File: config.mk
export PLATFORM = sky130hd
export DESIGN_NAME = iol_cell
export DESIGN_NICKNAME = d
export VERILOG_FILES = /design/src/rtl/core/iol_pkg.sv /design/src/rtl/core/iol_cell.sv
export SDC_FILE = /design/constraint.sdc
export NUM_CORES = 1
export LEC_CHECK = 0
export BUFFER_PORTS_ARGS = -buffer_cell sky130_fd_sc_hd__buf_2
export CAP_MARGIN = 20
export CELL_PAD_IN_SITES_DETAIL_PLACEMENT = 1
export CELL_PAD_IN_SITES_GLOBAL_PLACEMENT = 2
export CORE_ASPECT_RATIO = 0.7
export CORE_MARGIN = 2
export CORE_UTILIZATION = 22
export CTS_CLUSTER_DIAMETER = 40
export DETAILED_ROUTE_END_ITERATION = 8
export GPL_TIMING_DRIVEN = 0
export PLACE_DENSITY_LB_ADDON = 0.1
export RECOVER_POWER = 100
export REMOVE_ABC_BUFFERS = 1
export SKIP_CTS_REPAIR_TIMING = 1
export SYNTH_ARGS = -nofsm -noshare
export SYNTH_HDL_FRONTEND = slang
export SYNTH_SLANG_ARGS = --single-unit
File: constraint.sdc
create_clock -name i_clk -period 2 [get_ports i_clk]
set_clock_uncertainty 0.05 [all_clocks]
set_input_delay 0.4 -clock i_clk [delete_from_list [all_inputs] [get_ports i_clk]]
set_output_delay 0.4 -clock i_clk [all_outputs]
set_load 0.05 [all_outputs]
File: src/rtl/core/iol_pkg.sv
// ----------------------------------------------------------------------------
// Indexed ordered list package
// Shared constants, command and response payload types, and cell control codes.
// ----------------------------------------------------------------------------
package iol_pkg;

    // Default sizing of the list.
    localparam int DEPTH_DEF      = 16;
    localparam int DATA_WIDTH_DEF = 32;

    // Field widths of the command and response beats.
    localparam int OP_W     = 3;
    localparam int POS_W    = 5;
    localparam int WORD_W   = 32;
    localparam int COUNT_W  = 5;
    localparam int STATUS_W = 2;

    // Command codes.
    localparam logic [OP_W-1:0] OP_PUSH_BACK  = 3'd0;
    localparam logic [OP_W-1:0] OP_PUSH_FRONT = 3'd1;
    localparam logic [OP_W-1:0] OP_INSERT     = 3'd2;
    localparam logic [OP_W-1:0] OP_READ       = 3'd3;
    localparam logic [OP_W-1:0] OP_POP_BACK   = 3'd4;
    localparam logic [OP_W-1:0] OP_POP_FRONT  = 3'd5;
    localparam logic [OP_W-1:0] OP_REMOVE     = 3'd6;
    localparam logic [OP_W-1:0] OP_REVERSE    = 3'd7;

    // Status codes.
    localparam logic [STATUS_W-1:0] ST_OK    = 2'd0;
    localparam logic [STATUS_W-1:0] ST_EMPTY = 2'd1;
    localparam logic [STATUS_W-1:0] ST_RANGE = 2'd2;
    localparam logic [STATUS_W-1:0] ST_FULL  = 2'd3;

    // Cell control codes: what a cell loads at the next edge.
    localparam int CELL_CTL_W = 2;
    localparam logic [CELL_CTL_W-1:0] CELL_HOLD      = 2'd0;
    localparam logic [CELL_CTL_W-1:0] CELL_FROM_LOW  = 2'd1;
    localparam logic [CELL_CTL_W-1:0] CELL_FROM_HIGH = 2'd2;
    localparam logic [CELL_CTL_W-1:0] CELL_LOAD      = 2'd3;

    typedef struct packed {
        logic [OP_W-1:0]   operation;
        logic [POS_W-1:0]  position;
        logic [WORD_W-1:0] word_in;
    } t_cmd;

    typedef struct packed {
        logic [WORD_W-1:0]   word_out;
        logic [COUNT_W-1:0]  count;
        logic [STATUS_W-1:0] status;
    } t_rsp;

endpackage

File: src/rtl/core/iol_cell.sv
// ----------------------------------------------------------------------------
// List storage cell
// Holds one word and, on command, takes its lower or upper neighbor's word,
// loads a new word, or holds.
// ----------------------------------------------------------------------------
module iol_cell #(
    parameter int DATA_WIDTH = iol_pkg::DATA_WIDTH_DEF
) (
    input  logic                            i_clk,
    input  logic [iol_pkg::CELL_CTL_W-1:0]  i_ctl,
    input  logic [DATA_WIDTH-1:0]           i_low,
    input  logic [DATA_WIDTH-1:0]           i_high,
    input  logic [DATA_WIDTH-1:0]           i_word,
    output logic [DATA_WIDTH-1:0]           o_word
);
    import iol_pkg::*;

    logic [DATA_WIDTH-1:0] r_word;
    logic [DATA_WIDTH-1:0] n_word;

    // Select the next content of the cell.
    always_comb begin
        unique case (i_ctl)
            CELL_FROM_LOW:  n_word = i_low;
            CELL_FROM_HIGH: n_word = i_high;
            CELL_LOAD:      n_word = i_word;
            default:        n_word = r_word;
        endcase
    end

    // Payload storage needs no reset.
    always_ff @(posedge i_clk) begin
        r_word <= n_word;
    end

    assign o_word = r_word;

endmodule
==> results of run 1 <==
## per-stage QoR
step	total power [mW]	util	cells	setup TNS, ps
floorplan	1.24	-	129	0
global placement	1.45	0.320	357	-17470
detailed placement	1.46	0.320	357	-17770
CTS	1.95	0.331	365	-7990
global route	2.00	0.329	366	0
finish	1.89	0.329	366	0
## final timing paths
path | startpoint | endpoint | slack (ps) | depth (start not counted)
min | i_low[17] | o_word[17] | 390 | 3
max | i_ctl[0] | o_word[22] | 380 | 2
## logic make-up (layout without fill, tap and decap cells)
| logic type | count (synthesis) | in the layout |
|---|---|---|
| mux | 32 | 32 |
| simple gates | 33 | 33 |
| compound gates | 32 | 32 |
| buf+inv | 11 | 139 |
| flops | 32 | 32 |
## power by group through the flow
stage / Sequential [mW] / Combinational, mW / Clock (mW)
6_report: 0.848 / 0.574 / 0.470
5_1_grt: 0.856 / 0.615 / 0.526
4_1_cts: 0.847 / 0.599 / 0.506
3_5_place_dp: 0.861 / 0.598 / 0
3_3_place_gp: 0.858 / 0.596 / 0
2_1_floorplan: 1.15 / 0.0902 / 0
## area by class of cell
cell class / count / area (um^2)
tap: 98 / 123
clock buffer: 7 / 76.3
timing repair buffer: 131 / 633
clock inverter: 1 / 3.75
fill: 902 / 4910
multi-input combinational: 97 / 609
sequential: 32 / 961
## metal layers
layer  vias up  wire length [um]
met5         -                 0
li1        760                 -
met3         4               563
met2        70              2080
met1       637              2110
met4         0                46
## cell usage in the layout (no fill, tap or decap)
cell       n
a21oi_1   32
buf_12     1
clkinv_1   1
buf_2     97
clkbuf_4   1
edfxtp_1  32
or2_4      1
clkbuf_1  34
clkbuf_8   5
mux2i_1   32
nor2_1    32
==> key figures, run 1 <==
Logic synthesis
  – Share of synthesized area spent on multiplexers: 0.191
  – Number of synthesized register bits: 32
  – Share of synthesized flip-flops with an asynchronous set or reset: 0
  – Yosys synthesis warning count: 0
  – Post-synth cell types: 10
  – Adder and majority gate portion of the synthesized area: 0
  – Post-synthesis sequential area ratio: 0.574
  – Top area cells in the synthesized netlist: edfxtp_1 (57%), mux2i_1 (19%), a21oi_1 (9.6%)
  – Share of synthesized cell area in and, or, nand and nor gates: 0.0755
  – Cell taking the most area after synthesis: edfxtp_1
  – Number of flops mapped to enable cells by yosys: 32
  – Post-Synthesis Cell Area: roughly 1700 um^2
  – Cells after Synth: 140
  – Top cells by instance count after synthesis: a21oi_1 (32), edfxtp_1 (32), mux2i_1 (32), nor2_1 (32)
  – Most instantiated flip-flop cell in the synthesis netlist: edfxtp_1
  – Xor/xnor cell area share of the yosys netlist: 0
  – Largest family of logic cells by synthesized area: multiplexers
  – Portion of synthesized cell area occupied by the leading cell type: 0.574
  – Average cell area after synthesis: ~12 um^2
  – Share of the synthesized area in compound gates (AO/OA/AOI/OAI): 0.0957

Setup path
  – Cell breakdown of the critical path: clkbuf_4 > or2_4
  – Cell family with the largest share of critical-path delay: simple AND/OR/NAND/NOR gates
  – Crit path required time: 1870 ps
  – Peak fanout along the critical path: 33
  – Number of buffers and inverters on the critical path: 1
  – Startpoint kind of the worst setup timing path: input pin
  – Critical setup path kind: in2reg
  – Worst EP arrival: 1490 ps
  – Slowest stage cell, crit path: or2_4
  – Kind of end point of the critical path: register
  – Delay of the slowest cell on the worst path: ~550 ps

STA
  – Minimum period implied by the final worst setup slack: 1620 ps
  – Worst Slack Setup Final: 378 ps
  – Unrepaired setup endpoints after global routing: no
  – Final Setup Violations: 0
  – Pin slew with the least headroom to its limit: 653 ps
  – Tightest hold margin: around 390 ps
  – Max Transition Viols Final: 0
  – Final worst path period share: 0.811
  – Worst rel slew slack: 0.567
  – Maximum operating frequency: just over 0.6 GHz
  – Number of failing hold endpoints at the final stage: 0

GRT
  – Overall Global Routing Usage: 0.113
  – Maximum number of pins on one net before global-route repair: 66
  – Busiest layer in global routing: met2
  – Met2 demand-to-capacity share in global routing: 0.174
  – Met3 layer usage reported by global route: 0.0519
  – Via count of the first global-routing pass: 1468
  – Antenna violations before repair: 0
  – Global-route met1 utilization: 0.138
  – First-pass GRT wire length: 7270 um
  – Remaining global-route overflow: 0

Power
  – Share of total power in the clock network: 0.248
  – Leakage power: 1.09 nW
  – Switching part of the total: 0.352
  – Cell Int Power: 1.23 mW
  – Fraction of power consumed by sequential logic: 0.448
  – P_sw: 0.666 mW
  – Share of power burned in combinational logic: 0.304
  – Highest ir drop seen on vdd: roughly 0.22 mV
  – Power density normalized to cell area: between 700 and 800 nW/um^2

Worst hold path
  – Hold Path Class: in2reg

Placement
  – Cell area after placement: 2340 um^2
  – Setup WS pre-CTS: -557 ps
  – Gpl congestion: 0.657
  – Buffers on Ports: 130
  – Detailed placement HPWL: 3410 um

CTS
  – Num CTS Buffers: 5
  – Maximum clock insertion buffer count: 2
  – Register clock-pin slew on the reported worst setup and hold paths: 60 ps
  – Clock root buffer: clkbuf_8
  – TritonCTS clock tree: done
  – Number of sinks handled by clock tree synthesis: 32
  – CTS H-Tree Depth: 2

Route
  – Via count: 1471
  – Post-route DRC violation count: 0
  – Wire length per cell after detailed routing: roughly 13 um
  – Number of DRC markers after the initial detailed-route iteration: 51
  – Total Wirelength: 4810 um
  – Iteration count of the initial detailed-routing pass: 3
  – Number of nets with antenna violations after detailed routing: 0
  – Vias per cell: approximately 4

Flow run
  – Max Cap Violations: 0

Floorplan
  – Horizontal extent of the die: 108 um
  – Number of top-level design ports: approximately 130
  – Site Rows: 26
  – Die height: 77.0 um
  – Die Footprint: 8330 um^2
  – Effective utilization at floorplan: 0.229
  – Core Area: roughly 7300 um^2

Layout
  – Number of flip-flops in the largest register: 32
  – Share of post-route cells with drive strength above 1: 0.392
  – Nets: 366
  – Area Growth Syn to Fin: 43.8%
  – Post-route standard cell area excluding fillers: ~2400 um^2
  – N_diodes: 0

Run status
  – Outcome: finished, final reports clean
(Power assumes the default switching activity.)
==> run 2: changes to the inputs <==
Settings changed: CORE_UTILIZATION 22 to 19.
Clock period 2 ns to 1.48 ns, I/O delays scaled along.
==> run 2 against run 1 <==
Net effect: final area increased by 5.0%; sequential share of layout area fell by 1.9 points; total power increased by 52%; core utilization shrank 3.2 points; first-iteration DRC count shrank 47%; routed wire length grew 5.7%; non-clock buffer count stayed put; critical path depth stayed put; die area grew 15%; clock-buffer cell count down 2; via count is 2.0% higher; clock power rose by 97%; largest cell class unchanged.
==> key figures, run 2 (synthesized netlist as in run 1, its figures left out) <==
Run status
  – Outcome: finished, final reports clean

Layout
  – Commonest non-fill, non-tap cell in the layout: buf_2
  – Area Growth Syn to Fin: 51.1%
  – Post-route standard cell area excluding fillers: 2530 um^2 (+5.0%)
  – N_diodes: 0 (unchanged)
  – FF+latch area: 961 um^2 (unchanged)
  – Number of flip-flops in the largest register: 32 (unchanged)
  – Nets: 367 (+0.27%)
  – Multi-input logic area: 618 um^2 (+1.4%)
  – Fillcell total: 986 (+9.3%)
  – Share of post-route cells with drive strength above 1: 0.519 (+0.127)
  – Finished Core Util: 0.297 (-0.0318)

Route
  – Post-route DRC violation count: 0 (unchanged)
  – Vias per cell: 3.89 (-3.3%)
  – Number of nets with antenna violations after detailed routing: 0 (unchanged)
  – Total Wirelength: 5080 um (+5.7%)
  – Wire length per cell after detailed routing: 13.2 um (+0.20%)
  – Via count: 1500 (+2.0%)
  – Iteration count of the initial detailed-routing pass: 4 (+1)
  – Number of DRC markers after the initial detailed-route iteration: 27 (-47%)

GRT
  – Busiest layer in global routing: met2
  – Maximum number of pins on one net before global-route repair: 66 (unchanged)
  – Global-route met1 utilization: 0.127 (-0.0111)
  – Via count of the first global-routing pass: 1487 (+1.3%)
  – Antenna violations before repair: 2 (+2)
  – Overall Global Routing Usage: 0.103 (-0.0101)
  – Remaining global-route overflow: 0 (unchanged)
  – Met2 demand-to-capacity share in global routing: 0.154 (-0.0198)
  – First-pass GRT wire length: 7330 um (+0.76%)
  – Met3 layer usage reported by global route: 0.0591 (+0.00725)

Floorplan
  – Core Area: 8510 um^2 (+16%)
  – Site Rows: 28 (+7.7%)
  – Horizontal extent of the die: 116 um (+7.3%)
  – Effective utilization at floorplan: 0.197 (-0.0320)
  – Die Footprint: 9580 um^2 (+15%)
  – Number of top-level design ports: 131 (unchanged)
  – Die height: 82.5 um (+7.2%)

CTS
  – Register clock-pin slew on the reported worst setup and hold paths: 50 ps (about the same)
  – CTS H-Tree Depth: 2 (unchanged)
  – Num CTS Buffers: 5 (unchanged)
  – Number of sinks handled by clock tree synthesis: 32 (unchanged)
  – Clock root buffer: clkbuf_16
  – Maximum clock insertion buffer count: 2 (unchanged)
  – TritonCTS clock tree: done

Setup path
  – Delay of the slowest cell on the worst path: 510 ps (-40 ps)
  – Startpoint kind of the worst setup timing path: input pin
  – Cell breakdown of the critical path: clkbuf_4 > or2_4
  – Worst EP arrival: 1230 ps (-260 ps)
  – Cell family with the largest share of critical-path delay: buffers and inverters
  – Logic depth of the worst path, buffers included: 2 (unchanged)
  – Kind of end point of the critical path: register
  – Peak fanout along the critical path: 34 (+3.0%)
  – Critical setup path kind: in2reg
  – Crit path required time: 1380 ps (-490 ps)
  – Slowest stage cell, crit path: clkbuf_4
  – Number of buffers and inverters on the critical path: 1 (unchanged)

STA
  – Maximum operating frequency: 0.750 GHz
  – Final Setup Violations: 0 (unchanged)
  – Number of failing hold endpoints at the final stage: 0 (unchanged)
  – Unrepaired setup endpoints after global routing: no
  – Max Transition Viols Final: 0 (unchanged)
  – Minimum period implied by the final worst setup slack: 1330 ps
  – Worst rel slew slack: 0.593 (+0.0266)
  – Pin slew with the least headroom to its limit: 610 ps (-42.7 ps)
  – Final worst path period share: 0.901

Placement
  – Detailed placement HPWL: 3660 um (+7.4%)
  – Gpl congestion: 0.655 (-0.29%)
  – Cell area after placement: 2370 um^2 (+1.2%)
  – Buffers on Ports: 130 (unchanged)

Worst hold path
  – Worst hold path endpoint: o_word[21]
  – Min-delay src: i_low[21]
  – Hold Path Class: in2reg
  – Hold Crit Depth: 3 (unchanged)

Power
  – Power consumption: 2.88 mW (+52%)
  – Leakage power: 1.21 nW (+11%)
  – Highest ir drop seen on vdd: 0.364 mV (+68%)
  – Power density normalized to cell area: 1140 nW/um^2 (+45%)

Flow run
  – Max Cap Violations: 0 (unchanged)
==> run 2: final cells by class <==
| cell class | instances | area share |
|---|---|---|
| clock buffers | 5 | 0.0495 |
| multi-input cells | 98 | 0.245 |
| flip-flops and latches | 32 | 0.380 |
| well taps | 120 | 0.0594 |
| repair buffers | 131 | 0.266 |
==> run 2: where the power goes <==
group	switching, mW	leakage [nW]	internal, mW
registers	0.0274	0.322	1.12
logic	0.568	0.829	0.237
clock network	0.333	0.0616	0.593
==> run 2: worst max-delay path by stage <==
stage              from    endpoint
2_1_floorplan  i_ctl[0]   o_word[0]
3_3_place_gp   i_ctl[1]   o_word[4]
3_5_place_dp   i_ctl[1]  o_word[10]
4_1_cts        i_ctl[1]   o_word[0]
5_1_grt        i_ctl[0]  o_word[20]
6_report       i_ctl[0]  o_word[24]
==> run 2: per-layer routing <==
metal | vias up | share of wire
li1 | 763 | -
met1 | 652 | 0.45
met2 | 77 | 0.41
met3 | 6 | 0.13
met4 | 2 | 0.0059
met5 | - | 0.0026
==> run 2: metrics by stage <==
stage / setup WS (ps) / setup TNS (ps) / instances / hold slack, ps
after floorplan: 293 / 0 / 129 / 453
after global placement: -1010 / -43170 / 379 / 568
after detailed placement: -1010 / -43260 / 379 / 580
after CTS: -731 / -25120 / 384 / 297
after global routing: 64.2 / 0 / 386 / 304
final: 147 / 0 / 386 / 295
==> run 3: changes to the inputs <==
Settings changed: GPL_TIMING_DRIVEN 0 to 1.
==> run 3 against run 2 <==
Net effect: clock power is 2.7% lower; final area is 1.8% higher; routed wire length is 0.81% higher; sequential share of layout area is 0.68 points lower; largest power group unchanged; critical path depth is 1 lower; critical endpoint is now o_word[5]; global-route usage is 0.18 points higher; die area stayed put; largest cell class unchanged; critical path type is now reg2out; non-clock buffer count is 7 higher; clock-buffer cell count stayed put; via count is 0.80% higher.
==> key figures, run 3 (synthesized netlist as in run 1, its figures left out) <==
Run status
  – Outcome: finished, final reports clean

STA
  – Unrepaired setup endpoints after global routing: no
  – Accumulated negative setup slack: 0 ps (unchanged)
  – Number of failing hold endpoints at the final stage: 0 (unchanged)
  – Pin slew with the least headroom to its limit: 341 ps (-269 ps)
  – Worst rel slew slack: 0.772 (+0.179)
  – Final worst path period share: 0.836 (-0.0646)
  – Final Setup Violations: 0 (unchanged)
  – Maximum operating frequency: 0.808 GHz (+7.7%)
  – Worst Slack Setup Final: 242 ps (+95.6 ps)
  – Minimum period implied by the final worst setup slack: 1240 ps (-95.6 ps)
  – Max Transition Viols Final: 0 (unchanged)

Route
  – Via count: 1512 (+0.80%)
  – Total Wirelength: 5120 um (+0.81%)
  – Vias per cell: 3.86 (-0.74%)
  – Number of nets with antenna violations after detailed routing: 0 (unchanged)
  – Wire length per cell after detailed routing: 13.1 um (-0.74%)
  – Post-route DRC violation count: 0 (unchanged)
  – Number of DRC markers after the initial detailed-route iteration: 33 (+22%)
  – Iteration count of the initial detailed-routing pass: 3 (-1)

Layout
  – Nets: 373 (+1.6%)
  – Commonest non-fill, non-tap cell in the layout: buf_2
  – Area Growth Syn to Fin: 53.9%
  – Post-route standard cell area excluding fillers: 2570 um^2 (+1.8%)
  – Fillcell total: 1007 (+2.1%)
  – Share of post-route cells with drive strength above 1: 0.522 (+0.00326)
  – Number of flip-flops in the largest register: 32 (unchanged)
  – N_diodes: 0 (unchanged)

Placement
  – Gpl congestion: 0.659 (+0.69%)
  – Cell area after placement: 2470 um^2 (+4.1%)
  – Buffers on Ports: 130 (unchanged)
  – Setup WS pre-CTS: 171 ps (+1180 ps)
  – Detailed placement HPWL: 4200 um (+15%)

Setup path
  – Cell family with the largest share of critical-path delay: flip-flops
  – Peak fanout along the critical path: 1 (-97%)
  – Crit path required time: 1130 ps (-250 ps)
  – Startpoint kind of the worst setup timing path: register
  – Worst EP arrival: 890 ps (-340 ps)
  – Cell breakdown of the critical path: clkbuf_2
  – Kind of end point of the critical path: output pin
  – Critical setup path kind: reg2out
  – Slowest stage cell, crit path: edfxtp_1
  – Delay of the slowest cell on the worst path: 370 ps (-140 ps)
  – Number of buffers and inverters on the critical path: 1 (unchanged)

Floorplan
  – Effective utilization at floorplan: 0.197 (unchanged)
  – Die Footprint: 9580 um^2 (unchanged)
  – Site Rows: 28 (unchanged)
  – Die height: 82.5 um (unchanged)
  – Number of top-level design ports: 131 (unchanged)
  – Core Area: 8510 um^2 (unchanged)
  – Horizontal extent of the die: 116 um (unchanged)

CTS
  – Num CTS Buffers: 5 (unchanged)
  – Clock root buffer: clkbuf_16
  – Maximum clock insertion buffer count: 2 (unchanged)
  – Register clock-pin slew on the reported worst setup and hold paths: 50 ps (about the same)
  – TritonCTS clock tree: done
  – CTS H-Tree Depth: 2 (unchanged)
  – Number of sinks handled by clock tree synthesis: 32 (unchanged)

Power
  – Power density normalized to cell area: 1120 nW/um^2 (-2.1%)
  – Leakage power: 1.24 nW (+2.2%)
  – Highest ir drop seen on vdd: 0.386 mV (+6.1%)
  – Power consumption: 2.87 mW (-0.34%)

GRT
  – Via count of the first global-routing pass: 1499 (+0.81%)
  – Maximum number of pins on one net before global-route repair: 25 (-62%)
  – Remaining global-route overflow: 0 (unchanged)
  – First-pass GRT wire length: 7480 um (+2.1%)
  – Antenna violations before repair: 1 (-1)
  – Overall Global Routing Usage: 0.105 (+0.00180)

Worst hold path
  – Hold Path Class: in2reg

Flow run
  – Max Cap Violations: 0 (unchanged)
run 3: changes by cell type in the layout (fill, tap and decap cells not counted), sizes merged:
cell and delta:
or2 -1, buf +5, clkbuf +2
run 3: report_power, final:
group | switching (mW) | total [mW] | internal [mW] | leakage (nW)
clock network | 0.310 | 0.901 | 0.591 | 0.0616
registers | 0.0271 | 1.15 | 1.13 | 0.322
logic | 0.573 | 0.819 | 0.246 | 0.856
total | 0.910 | 2.87 | 1.96 | 1.24
run 3: final cells by class:
class	count	area, um^2	share of cell area
Multi-Input combinational cell	97	607	0.236
Timing Repair Buffer	138	731	0.284
Tap cell	120	150	0.0583
Clock buffer	5	125	0.0486
Sequential cell	32	961	0.373
run 3: worst paths after layout:
kind,start,end,depth (start not counted)
hold / removal,i_low[24],o_word[24],3
setup / recovery,o_word[5],o_word[5],1
run 3: metrics by stage:
stage / utilization / hold slack (ps) / instances
6_report: 0.302 / 298 / 392
5_1_grt: 0.302 / 308 / 392
4_1_cts: 0.304 / 293 / 392
3_5_place_dp: 0.290 / 572 / 387
3_3_place_gp: 0.290 / 565 / 387
2_1_floorplan: - / 453 / 129
run 3: per-layer routing:
layer  share of wire  track usage  vias to the layer above
met3            0.13       0.0642                        4
met1            0.45        0.131                      655
li1                -            -                      775
met5          0.0031            0                        -
met4          0.0027       0.0179                        2
met2            0.41        0.156                       76
